**src/hw/rtl/lsfp_pkg.sv**
```systemverilog
// Shared types and constants for the LED sequence fade player.
// No dependencies; imported by the top level.
`timescale 1ns / 1ps

package lsfp_pkg;

   localparam int CHANNELS_DEF    = 4;
   localparam int TABLE_DEPTH_DEF = 256;
   localparam int CSR_WIDTH       = 16;

   // request codes
   localparam logic [2:0] REQ_TICK  = 3'd0;
   localparam logic [2:0] REQ_WRITE = 3'd1;
   localparam logic [2:0] REQ_START = 3'd2;
   localparam logic [2:0] REQ_FADE  = 3'd3;
   localparam logic [2:0] REQ_SLEEP = 3'd4;

   // register indexes
   localparam logic [2:0] CSR_BASE_STEP   = 3'd0;
   localparam logic [2:0] CSR_FADE_MS     = 3'd1;
   localparam logic [2:0] CSR_SLEEP_TO    = 3'd2;
   localparam logic [2:0] CSR_CHAN_COUNT  = 3'd3;
   localparam logic [2:0] CSR_CHAN_MODES  = 3'd4;
   localparam logic [2:0] CSR_SLEEP_START = 3'd5;

   // register reset values
   localparam logic [7:0]  RST_BASE_STEP   = 8'd10;
   localparam logic [15:0] RST_FADE_MS     = 16'd1000;
   localparam logic [15:0] RST_SLEEP_TO    = 16'd0;
   localparam logic [2:0]  RST_CHAN_COUNT  = 3'd4;
   localparam logic [3:0]  RST_CHAN_MODES  = 4'hF;
   localparam logic [7:0]  RST_SLEEP_START = 8'd0;

   // duration byte codes
   localparam logic [7:0] DUR_HOLD = 8'h00;
   localparam logic [7:0] DUR_END  = 8'hFF;

   typedef struct packed {
      logic [2:0] req_type;
      logic [7:0] table_addr;
      logic [7:0] table_data;
   } lsfp_req_type;

   typedef struct packed {
      logic [1:0] chan_index;
      logic       is_switch;
      logic [7:0] level;
      logic       last;
   } lsfp_rsp_type;

endpackage

```
**src/hw/rtl/lsfp_ram.sv**
```systemverilog
// Generic single-write, single-read RAM with registered read data.
// No dependencies.
`timescale 1ns / 1ps

module lsfp_ram #(
   parameter int WIDTH = 8,
   parameter int DEPTH = 256
) (
   input  logic                     clock,
   input  logic                     wr_en,
   input  logic [$clog2(DEPTH)-1:0] wr_addr,
   input  logic [WIDTH-1:0]         wr_data,
   input  logic [$clog2(DEPTH)-1:0] rd_addr,
   output logic [WIDTH-1:0]         rd_data
);

   logic [WIDTH-1:0] mem_ff [DEPTH];
   logic [WIDTH-1:0] rd_data_ff;

   always_ff @(posedge clock) begin
      if (wr_en) begin
         mem_ff[wr_addr] <= wr_data;
      end
      rd_data_ff <= mem_ff[rd_addr];
   end

   assign rd_data = rd_data_ff;

endmodule

```
**src/hw/rtl/led_sequence_fade_player_top.sv**
```systemverilog
// Top level of the LED sequence fade player: sequencer, channel state, shared divider.
// Depends on lsfp_pkg and lsfp_ram.
`timescale 1ns / 1ps

// LED step-sequence player. Table writes, sequence starts, fade requests and
// sleep activation take effect at the edge they are accepted; busy stays low.
// A 1 ms tick raises busy while the sequencer works: it fetches table bytes
// (duration byte, next-sequence byte, one level byte per driven channel,
// each through the table RAM's single registered read port), then walks the
// driven channels, using the shared 8-step restoring divider where a ramp or
// fade needs it, then flushes in a closing state. Updates come out on
// rsp_data with a one-cycle rsp_valid strobe, one word per cycle at most; the
// receiver cannot stall them, and the word with last set closes the tick.
// Results trail their channel by one step since the last flag is only known
// once the channel walk is done, so the closing word is on the ports in the
// first cycle after busy falls. The table has no reset: an entry must be
// written before playback reads it.
module led_sequence_fade_player_top #(
   parameter int CHANNELS    = lsfp_pkg::CHANNELS_DEF,
   parameter int TABLE_DEPTH = lsfp_pkg::TABLE_DEPTH_DEF
) (
   input  logic                              clock,
   input  logic                              reset,
   input  logic                              start,
   output logic                              busy,
   input  lsfp_pkg::lsfp_req_type            req_data,
   output logic                              rsp_valid,
   output lsfp_pkg::lsfp_rsp_type            rsp_data,
   input  logic                              csr_we,
   input  logic [2:0]                        csr_index,
   input  logic [lsfp_pkg::CSR_WIDTH-1:0]    csr_wdata
);
   import lsfp_pkg::*;

   localparam int AW    = $clog2(TABLE_DEPTH);
   localparam int CW    = (CHANNELS > 1) ? $clog2(CHANNELS) : 1;
   localparam int MAXCH = (CHANNELS < 4) ? CHANNELS : 4;

   // sequencer states
   localparam logic [2:0] S_IDLE = 3'd0;   // waiting for a word
   localparam logic [2:0] S_DUR  = 3'd1;   // duration byte on RAM output
   localparam logic [2:0] S_NXT  = 3'd2;   // next-sequence byte on RAM output
   localparam logic [2:0] S_LVL  = 3'd3;   // level byte on RAM output
   localparam logic [2:0] S_CH   = 3'd4;   // examine channel
   localparam logic [2:0] S_DIV  = 3'd5;   // divider iterating
   localparam logic [2:0] S_FIN  = 3'd6;   // commit channel, emit
   localparam logic [2:0] S_END  = 3'd7;   // flush final word

   // configuration
   logic [7:0]  base_ff;
   logic [15:0] fade_ms_ff;
   logic [15:0] sleep_to_ff;
   logic [2:0]  ccount_ff;
   logic [3:0]  modes_ff;
   logic [7:0]  sleep_start_ff;

   // playback state
   logic [7:0]  play_pos_ff;
   logic [7:0]  seq_begin_ff;
   logic        playing_ff;
   logic [15:0] step_wait_ff;
   logic [25:0] sleep_cnt_ff;

   // per-channel state
   logic [7:0]  prev_ff [CHANNELS];
   logic [7:0]  cur_ff  [CHANNELS];
   logic [7:0]  tgt_ff  [CHANNELS];
   logic [15:0] rel_ff  [CHANNELS];
   logic [15:0] rlen_ff [CHANNELS];
   logic [16:0] fel_ff  [CHANNELS];

   // sequencer
   logic [2:0]  state_ff;
   logic [2:0]  ch_ff;
   logic [15:0] len_ff;
   logic [7:0]  res_ff;
   logic        div_used_ff;

   // divider
   logic [15:0] rem_ff;
   logic [15:0] den_ff;
   logic [7:0]  numlo_ff;
   logic [7:0]  q_ff;
   logic [2:0]  dcnt_ff;

   // output staging
   logic         pend_valid_ff;
   lsfp_rsp_type pend_ff;
   logic         rsp_valid_ff;
   lsfp_rsp_type rsp_ff;

   // RAM port
   logic          ram_we;
   logic [7:0]    ram_raddr8;
   logic [7:0]    ram_rdata;

   // address mod depth by compare-subtract (quotient stays below 16)
   function automatic logic [AW-1:0] tab_idx(input logic [7:0] a);
      logic [11:0] r;
      r = {4'd0, a};
      for (int k = 3; k >= 0; k--) begin
         if (r >= 12'(TABLE_DEPTH << k)) begin
            r = r - 12'(TABLE_DEPTH << k);
         end
      end
      return r[AW-1:0];
   endfunction

   logic accept;
   assign accept = start && (state_ff == S_IDLE);

   logic [2:0] n_drv;
   assign n_drv = (ccount_ff > 3'(MAXCH)) ? 3'(MAXCH) : ccount_ff;

   logic [2:0] loop_first;
   assign loop_first = (n_drv == 3'd0) ? S_END : S_CH;

   logic [25:0] sleep_load;
   assign sleep_load = 26'({10'd0, sleep_to_ff} * 26'd1000) + 26'd1;

   logic [15:0] len_now;
   assign len_now = 16'(ram_rdata) * 16'(base_ff);

   assign ram_we = accept && (req_data.req_type == REQ_WRITE);

   always_comb begin
      unique case (state_ff)
         S_DUR:   ram_raddr8 = play_pos_ff + 8'd1;
         S_LVL:   ram_raddr8 = play_pos_ff + 8'(ch_ff) + 8'd2;
         default: ram_raddr8 = play_pos_ff;
      endcase
   end

   lsfp_ram #(
      .WIDTH (8),
      .DEPTH (TABLE_DEPTH)
   ) u_table (
      .clock   (clock),
      .wr_en   (ram_we),
      .wr_addr (tab_idx(req_data.table_addr)),
      .wr_data (req_data.table_data),
      .rd_addr (tab_idx(ram_raddr8)),
      .rd_data (ram_rdata)
   );

   // channel datapath for the channel under ch_ff
   logic [CW-1:0] ci;
   logic [7:0]    c_p, c_t, c_cur, diff, cur_new, tgt_n;
   logic [15:0]   c_e, c_l;
   logic [16:0]   c_fer, fe, fel_n;
   logic          c_pwm, fade_on, fade_zero, ramp_div, ramp_up, emit_pwm, emit_now;
   logic [23:0]   num_ramp, num_fade;
   logic [16:0]   rem_try;
   logic [2:0]    ch_next;
   logic          ch_done;

   always_comb begin
      ci        = ch_ff[CW-1:0];
      c_p       = prev_ff[ci];
      c_t       = tgt_ff[ci];
      c_cur     = cur_ff[ci];
      c_e       = rel_ff[ci];
      c_l       = rlen_ff[ci];
      c_fer     = fel_ff[ci];
      c_pwm     = modes_ff[ch_ff[1:0]];
      fade_on   = (c_fer != 17'd0);
      fe        = c_fer - 17'd1;
      fade_zero = (fade_ms_ff == 16'd0) || (fe >= {1'b0, fade_ms_ff});
      ramp_div  = (c_t != c_p) && (c_l != 16'd0) && (c_e < c_l);
      ramp_up   = (c_t > c_p);
      diff      = ramp_up ? (c_t - c_p) : (c_p - c_t);
      num_ramp  = 24'(diff) * 24'(c_e);
      num_fade  = 24'(c_t) * 24'(fade_ms_ff - fe[15:0]);
      if (!div_used_ff) begin
         cur_new = res_ff;
      end else if (fade_on) begin
         cur_new = q_ff;
      end else if (ramp_up) begin
         cur_new = c_p + q_ff;
      end else begin
         cur_new = c_p - q_ff;
      end
      tgt_n = c_t;
      fel_n = c_fer;
      if (fade_on) begin
         if (cur_new == 8'd0) begin
            tgt_n = 8'd0;
            fel_n = 17'd0;
         end else if (c_fer != 17'h1FFFF) begin
            fel_n = c_fer + 17'd1;
         end
      end
      emit_pwm = (c_p != tgt_n) || (fel_n != 17'd0);
      emit_now = c_pwm ? emit_pwm : (c_cur != c_t);
      rem_try  = {rem_ff, numlo_ff[7]};
      ch_next  = ch_ff + 3'd1;
      ch_done  = (ch_next >= n_drv);
   end

   always_ff @(posedge clock) begin
      if (reset) begin
         base_ff        <= RST_BASE_STEP;
         fade_ms_ff     <= RST_FADE_MS;
         sleep_to_ff    <= RST_SLEEP_TO;
         ccount_ff      <= RST_CHAN_COUNT;
         modes_ff       <= RST_CHAN_MODES;
         sleep_start_ff <= RST_SLEEP_START;
         play_pos_ff    <= 8'd0;
         seq_begin_ff   <= 8'd0;
         playing_ff     <= 1'b0;
         step_wait_ff   <= 16'd0;
         sleep_cnt_ff   <= 26'd0;
         for (int i = 0; i < CHANNELS; i++) begin
            prev_ff[i] <= 8'd0;
            cur_ff[i]  <= 8'd0;
            tgt_ff[i]  <= 8'd0;
            rel_ff[i]  <= 16'd0;
            rlen_ff[i] <= 16'd0;
            fel_ff[i]  <= 17'd0;
         end
         state_ff      <= S_IDLE;
         ch_ff         <= 3'd0;
         pend_valid_ff <= 1'b0;
         rsp_valid_ff  <= 1'b0;
      end else begin
         // staged word goes out when the next one is staged or the walk ends
         rsp_valid_ff <= pend_valid_ff &&
                         ((state_ff == S_END) || ((state_ff == S_FIN) && emit_now));

         if (csr_we) begin
            unique case (csr_index)
               CSR_BASE_STEP:   base_ff        <= csr_wdata[7:0];
               CSR_FADE_MS:     fade_ms_ff     <= csr_wdata;
               CSR_SLEEP_TO:    sleep_to_ff    <= csr_wdata;
               CSR_CHAN_COUNT:  ccount_ff      <= csr_wdata[2:0];
               CSR_CHAN_MODES:  modes_ff       <= csr_wdata[3:0];
               CSR_SLEEP_START: sleep_start_ff <= csr_wdata[7:0];
               default: ;
            endcase
         end

         unique case (state_ff)
            S_IDLE: begin
               if (accept) begin
                  unique case (req_data.req_type)
                     REQ_START: begin
                        seq_begin_ff <= req_data.table_addr;
                        play_pos_ff  <= req_data.table_addr;
                        step_wait_ff <= 16'd0;
                        playing_ff   <= 1'b1;
                        if (sleep_to_ff != 16'd0) sleep_cnt_ff <= sleep_load;
                     end
                     REQ_FADE: begin
                        for (int i = 0; i < CHANNELS; i++) begin
                           if ((3'(i) < n_drv) && modes_ff[2'(i)] && (fel_ff[i] == 17'd0)) begin
                              fel_ff[i]  <= 17'd1;
                              prev_ff[i] <= cur_ff[i];
                              tgt_ff[i]  <= cur_ff[i];
                           end
                        end
                     end
                     REQ_SLEEP: begin
                        seq_begin_ff <= sleep_start_ff;
                        play_pos_ff  <= sleep_start_ff;
                        step_wait_ff <= 16'd0;
                        playing_ff   <= 1'b1;
                     end
                     REQ_TICK: begin
                        if (sleep_cnt_ff == 26'd1) begin
                           // sleep fires: restart on the sleep sequence, no output
                           sleep_cnt_ff <= (sleep_to_ff != 16'd0) ? sleep_load : 26'd0;
                           seq_begin_ff <= sleep_start_ff;
                           play_pos_ff  <= sleep_start_ff;
                           step_wait_ff <= 16'd0;
                           playing_ff   <= 1'b1;
                        end else begin
                           if (sleep_cnt_ff != 26'd0) sleep_cnt_ff <= sleep_cnt_ff - 26'd1;
                           if (playing_ff) begin
                              ch_ff <= 3'd0;
                              if (step_wait_ff != 16'd0) begin
                                 step_wait_ff <= step_wait_ff - 16'd1;
                                 state_ff     <= loop_first;
                              end else begin
                                 state_ff <= S_DUR;
                              end
                           end
                        end
                     end
                     default: ;
                  endcase
               end
            end

            S_DUR: begin
               if (ram_rdata == DUR_END) begin
                  state_ff <= S_NXT;
               end else if (ram_rdata == DUR_HOLD) begin
                  state_ff <= loop_first;
               end else begin
                  len_ff <= len_now;
                  if (n_drv == 3'd0) begin
                     step_wait_ff <= len_now;
                     play_pos_ff  <= play_pos_ff + 8'd1;
                     state_ff     <= S_END;
                  end else begin
                     state_ff <= S_LVL;
                  end
               end
            end

            S_NXT: begin
               if (ram_rdata == seq_begin_ff) begin
                  play_pos_ff <= seq_begin_ff;
                  state_ff    <= loop_first;
               end else begin
                  // jump to another sequence; this tick ends silently
                  seq_begin_ff <= ram_rdata;
                  play_pos_ff  <= ram_rdata;
                  step_wait_ff <= 16'd0;
                  playing_ff   <= 1'b1;
                  if (sleep_to_ff != 16'd0) sleep_cnt_ff <= sleep_load;
                  state_ff <= S_IDLE;
               end
            end

            S_LVL: begin
               tgt_ff[ci] <= ram_rdata;
               if (c_pwm) begin
                  fel_ff[ci]  <= 17'd0;
                  prev_ff[ci] <= c_cur;
                  rlen_ff[ci] <= len_ff;
                  rel_ff[ci]  <= 16'd0;
                  if (len_ff == 16'd0) cur_ff[ci] <= ram_rdata;
               end
               if (ch_done) begin
                  step_wait_ff <= len_ff;
                  play_pos_ff  <= play_pos_ff + 8'(n_drv) + 8'd1;
                  ch_ff        <= 3'd0;
                  state_ff     <= S_CH;
               end else begin
                  ch_ff <= ch_next;
               end
            end

            S_CH: begin
               dcnt_ff <= 3'd0;
               q_ff    <= 8'd0;
               if (c_pwm && fade_on && !fade_zero) begin
                  div_used_ff <= 1'b1;
                  rem_ff      <= num_fade[23:8];
                  numlo_ff    <= num_fade[7:0];
                  den_ff      <= fade_ms_ff;
                  state_ff    <= S_DIV;
               end else if (c_pwm && !fade_on && ramp_div) begin
                  div_used_ff <= 1'b1;
                  rem_ff      <= num_ramp[23:8];
                  numlo_ff    <= num_ramp[7:0];
                  den_ff      <= c_l;
                  state_ff    <= S_DIV;
               end else begin
                  // no division: switch channel, fade at its end, ramp done, or level unchanged
                  div_used_ff <= 1'b0;
                  res_ff      <= (c_pwm && fade_on) ? 8'd0 : ((c_t != c_p) ? c_t : c_cur);
                  state_ff    <= S_FIN;
               end
            end

            S_DIV: begin
               // one restoring step per cycle, quotient fits in 8 bits
               if (rem_try >= {1'b0, den_ff}) begin
                  rem_ff <= 16'(rem_try - {1'b0, den_ff});
                  q_ff   <= {q_ff[6:0], 1'b1};
               end else begin
                  rem_ff <= rem_try[15:0];
                  q_ff   <= {q_ff[6:0], 1'b0};
               end
               numlo_ff <= {numlo_ff[6:0], 1'b0};
               dcnt_ff  <= dcnt_ff + 3'd1;
               if (dcnt_ff == 3'd7) state_ff <= S_FIN;
            end

            S_FIN: begin
               if (c_pwm) begin
                  cur_ff[ci] <= cur_new;
                  tgt_ff[ci] <= tgt_n;
                  fel_ff[ci] <= fel_n;
                  if (c_e != 16'hFFFF) rel_ff[ci] <= c_e + 16'd1;
                  if (emit_pwm && (cur_new == tgt_n)) prev_ff[ci] <= tgt_n;
               end else begin
                  cur_ff[ci] <= c_t;
               end
               if (emit_now) begin
                  if (pend_valid_ff) begin
                     rsp_ff <= pend_ff;
                  end
                  pend_valid_ff      <= 1'b1;
                  pend_ff.chan_index <= ch_ff[1:0];
                  pend_ff.is_switch  <= !c_pwm;
                  pend_ff.level      <= c_pwm ? cur_new : {7'd0, (c_t != 8'd0)};
                  pend_ff.last       <= 1'b0;
               end
               ch_ff    <= ch_next;
               state_ff <= ch_done ? S_END : S_CH;
            end

            S_END: begin
               if (pend_valid_ff) begin
                  rsp_ff        <= '{chan_index: pend_ff.chan_index,
                                     is_switch:  pend_ff.is_switch,
                                     level:      pend_ff.level,
                                     last:       1'b1};
                  pend_valid_ff <= 1'b0;
               end
               state_ff <= S_IDLE;
            end

            default: state_ff <= S_IDLE;
         endcase
      end
   end

   assign busy      = (state_ff != S_IDLE);
   assign rsp_valid = rsp_valid_ff;
   assign rsp_data  = rsp_ff;

`ifndef SYNTHESIS
   a_rsp_while_busy: assert property (@(posedge clock) disable iff (reset)
      rsp_valid |-> $past(busy))
      else $error("result word outside a tick");

   a_last_closes: assert property (@(posedge clock) disable iff (reset)
      (rsp_valid && rsp_data.last) |=> !rsp_valid)
      else $error("word follows the closing word");

   a_more_follows: assert property (@(posedge clock) disable iff (reset)
      (rsp_valid && !rsp_data.last) |=> (busy || rsp_valid))
      else $error("tick ended without a closing word");

   a_idle_flushed: assert property (@(posedge clock) disable iff (reset)
      !busy |-> !pend_valid_ff)
      else $error("staged word left behind");
`endif

endmodule
```
**config.mk**
```make
export PLATFORM = sky130hd
export DESIGN_NAME = led_sequence_fade_player_top
export DESIGN_NICKNAME = d
export VERILOG_FILES = /design/src/hw/rtl/lsfp_pkg.sv /design/src/hw/rtl/lsfp_ram.sv /design/src/hw/rtl/led_sequence_fade_player_top.sv
export SDC_FILE = /design/constraint.sdc
export NUM_CORES = 2
export LEC_CHECK = 0
export BUFFER_PORTS_ARGS = -buffer_cell sky130_fd_sc_hd__buf_2
export CAP_MARGIN = 20
export CORE_MARGIN = 3
export CORE_UTILIZATION = 55
export DETAILED_ROUTE_END_ITERATION = 10
export GPL_ROUTABILITY_DRIVEN = 0
export GPL_TIMING_DRIVEN = 0
export PLACE_DENSITY = 0.71
export SLEW_MARGIN = 10
export SYNTH_ARGS = -nofsm -noshare
export SYNTH_HDL_FRONTEND = slang
export SYNTH_SLANG_ARGS = --single-unit
```
**constraint.sdc**
```tcl
create_clock -name clock -period 12.9 [get_ports clock]
set_input_delay 2.58 -clock clock [delete_from_list [all_inputs] [get_ports clock]]
set_output_delay 2.58 -clock clock [all_outputs]
set_load 0.05 [all_outputs]
```
==> metrics.csv <==
metric,value,unit
synth_edf_count,2439,
synthTopCellsByArea,"edfxtp_1, mux4_2, fa_1",
avgSynthCellArea,14.7,um2
cpMostUsedCell,inv_1,
first_iter_violations,10600,
r2r_cells,37,
min-delay-path-class,reg -> reg,
worstSkewPairLatency,0.94,ns
slew_headroom,0.135,
drv_cap,0,
dominantRegCellSynth,edfxtp_1,
grt_pass1_vias,76400,
regArea,75900,um2
hpwl,248000,um
wl,355000,um
cp_max_fo,10,
cts.sinks,2571,
detail-route-antenna-nets,0,
synth_top_family_by_area,multiplexers,
num-fill-cells,16100,
final_util,0.617,
worstSetupEndpointType,register,
cts_buffers,278,
syn_nets,8977,
required,13.51,ns
critPathCapture,rem_ff[8],
p_leak,47.7,nW
synthesis.area,122000,um2
synthCells,8352,
fin_cells,11900,
die_area,228000,um2
cts_tree,built,
drc,0,
slowest_stage,buf_1,
area_growth,11.2,%
clk_pin_slew_worst_paths,0.06,ns
synth_xor_xnor_area_share,0.0136,
crit_type,reg -> reg,
multi_input_area,42900,um2
crit_arrival,12.90,ns
dr_wl_met2,163000,um
synth_top_area_cell,edfxtp_1,
r2r-end,rem_ff[8],
setup_ws,0.611,ns
htree_levels,5,
io_pins,56,
initial_core_util,0.555,
seq_area_frac_synth,0.620,
layout-drive-gt1-share,0.135,
antenna_found_initial,26,
pre_cts_slack,-1.14,ns
cpLargestDelayFamily,compound AO/OA/AOI/OAI gates,
grt_overflow,0,
r2r_slack,0.61,ns
min_path_cells,0,
grt_usage,0.309,
finalSetupViolCount,0,
yosysWarnings,0,
yosysUniqueCellTypes,89,
vias,77200,
critPathLaunchType,register,
crit_buf_inv,11,
pwr_density_cell,179,nW/um2
first_pass_iters,8,
hold_start,pend_ff[11],
wl_per_cell,29.8,um
min_period_over_period,0.953,
row_count,172,
finalPower,24.4,mW
grt_max_degree,141,
max_stage_delay,0.79,ns
period_needed,12.29,ns
die-width,478,um
cts_root_buf,clkbuf_16,
tightest_slew,1.29,ns
fin_worst_skew,0.0639,ns
ys_seq_elements,2571,
path_depth,37,
ir_drop,0.164,mV
top_layer_used,met5,
synth_adder_area_share,0.0770,
nNetsFinal,9369,
hold_buffers,0,
grt_pass1_wl,514000,um
met3_length,42400,um
core_area,220000,um2
rsz0062_at_grt,no,
async_reset_ff_frac,0,
yosys-mux-area-fraction,0.114,
synth-simple-area-share,0.0849,
portBuffers,54,
synth_top_cell_area_share,0.599,
met1_length,128000,um
fp.dieH,478,um
dp_cells,11400,
max_freq,81.4,MHz
outcome,finished clean,
synth_compound_area_frac,0.0593,
finalHoldViolCount,0,
clock_path_buffers,4,
via_per_inst,6.48,
final_max_slew_viol_count,0,
[synthesized netlist by cell type, types with 17 or more instances]
| cell | count |
|---|---|
| inv_1 | 546 |
| nor2b_1 | 68 |
| nand2b_1 | 46 |
| mux2_2 | 19 |
| a211o_1 | 17 |
| nand2_1 | 725 |
| o21ai_1 | 34 |
| xor2_1 | 77 |
| a31oi_1 | 79 |
| fa_1 | 284 |
| or2_2 | 18 |
| a311oi_1 | 66 |
| xnor2_1 | 108 |
| and2_1 | 249 |
| nor2_1 | 776 |
| a211oi_1 | 204 |
| a21oi_1 | 276 |
| o21a_1 | 22 |
| o21ai_0 | 144 |
| dfxtp_1 | 132 |
| a22oi_1 | 21 |
| clkbuf_1 | 323 |
| ha_1 | 299 |
| nand4_1 | 34 |
| or3_1 | 19 |
| and3_1 | 75 |
| nor4_1 | 44 |
| nand3_1 | 78 |
| a21o_1 | 39 |
| buf_1 | 97 |
| mux2i_1 | 66 |
| nor3_1 | 104 |
| edfxtp_1 | 2439 |
| mux4_2 | 580 |
[power breakdown]
part / total [mW] / switching (mW) / internal, mW
clock: 7.56 / 3.21 / 4.35
combinational: 7.40 / 4.46 / 2.94
sequential: 9.43 / 0.122 / 9.31
total: 24.4 / 7.79 / 16.6
[cell type report]
class / instances / share of cell area
antenna: 21 / 0.000386
buffer: 437 / 0.0129
clock buffer: 350 / 0.0549
clock inverter: 122 / 0.00697
inverter: 551 / 0.0152
multi-input combinational: 4792 / 0.315
sequential: 2571 / 0.558
tap: 2958 / 0.0272
timing repair buffer: 113 / 0.00949
[flip-flops by register name, summed over array words and instances (netlist names), 8 cells and up, named ones only]
signal,count
base_ff,8
cur_ff,32
den_ff,16
fade_ms_ff,16
fel_ff,68
len_ff,16
numlo_ff,8
pend_ff,11
play_pos_ff,8
prev_ff,32
q_ff,8
rel_ff,64
rem_ff,16
res_ff,8
rlen_ff,64
rsp_data,12
seq_begin_ff,8
sleep_cnt_ff,26
sleep_start_ff,8
sleep_to_ff,16
step_wait_ff,16
tgt_ff,32
u_table.mem_ff,2048
u_table.rd_data,8
[metal layers]
metal,up-vias,global-route usage
li1,32100,-
met1,38900,0.409
met2,5094,0.475
met3,1067,0.0818
met4,14,0.155
met5,-,0.000840
[cell usage in the layout, fill, tap and decap left out, drive strengths merged, types with 14 or more instances in the layout]
| master | netlist | final |
|---|---|---|
| o21a | 22 | 22 |
| or4 | 18 | 18 |
| nor2b | 68 | 68 |
| o21bai | 15 | 15 |
| a21o | 39 | 39 |
| a22oi | 21 | 21 |
| or2 | 18 | 18 |
| nor4 | 45 | 45 |
| diode | 0 | 21 |
| o21ai | 180 | 180 |
| mux4 | 581 | 581 |
| edfxtp | 2439 | 2439 |
| nand3 | 78 | 78 |
| and2 | 254 | 254 |
| ha | 299 | 299 |
| a21oi | 276 | 276 |
| dfxtp | 132 | 132 |
| xnor2 | 109 | 109 |
| and3 | 75 | 75 |
| fa | 284 | 284 |
| or3 | 19 | 19 |
| inv | 548 | 551 |
| clkbuf | 323 | 678 |
| a31oi | 80 | 80 |
| nand2 | 725 | 725 |
| a22o | 14 | 14 |
| nand2b | 46 | 46 |
| nand4 | 34 | 34 |
| buf | 115 | 221 |
| mux2i | 66 | 66 |
| a211oi | 205 | 205 |
| nor3 | 104 | 104 |
| xor2 | 77 | 77 |
| clkinv | 3 | 102 |
| mux2 | 20 | 20 |
| a311oi | 66 | 66 |
| nor2 | 777 | 777 |
| a211o | 17 | 17 |
[worst register-to-register path: cells and delay by family, from the launching register on]
kind,cells,cell delay [ns]
AO/OA/AOI/OAI,9,3.21
XOR/XNOR,1,0.19
adder cells (fa/ha/maj),6,2.86
buffers and inverters,11,3.10
flip-flops,1,0.44
multiplexers,2,0.62
AND/OR/NAND/NOR,8,1.57
[what timing repair did]
action,4_1_cts,5_1_grt
gates resized for setup,7,27
gates cloned,0,0
buffers inserted,0,1
pin swaps,0,1
endpoints found under the setup margin,12,10
[how the worst min path moves through the flow]
| stage | end | slack [ns] |
|---|---|---|
| after global placement | rsp_data[10] | 0.41 |
| after CTS | rsp_data[11] | 0.42 |
| after global routing | rsp_data[11] | 0.43 |
| after detailed placement | rsp_data[11] | 0.41 |
| final | rsp_data[11] | 0.42 |
| after floorplan | rsp_data[10] | 0.40 |
[stage by stage]
step | setup TNS, ns | cell area [um2] | hold slack (ns)
after global placement | -29.58 | 126000 | 0.409
after floorplan | 0 | 122000 | 0.400
final | 0 | 136000 | 0.418
after CTS | 0 | 136000 | 0.420
after global routing | 0 | 136000 | 0.429
after detailed placement | -9.02 | 127000 | 0.406
[cells by family after synthesis]
| family | Yosys count |
|---|---|
| AOI/OAI and AO/OA | 1074 |
| and+or+nand+nor | 2281 |
| adders and majority gates | 583 |
| muxes | 667 |
| buffers and inverters | 989 |
| DFF | 2571 |
| xor gates and xnor gates | 187 |
(Power assumes the default switching activity.)
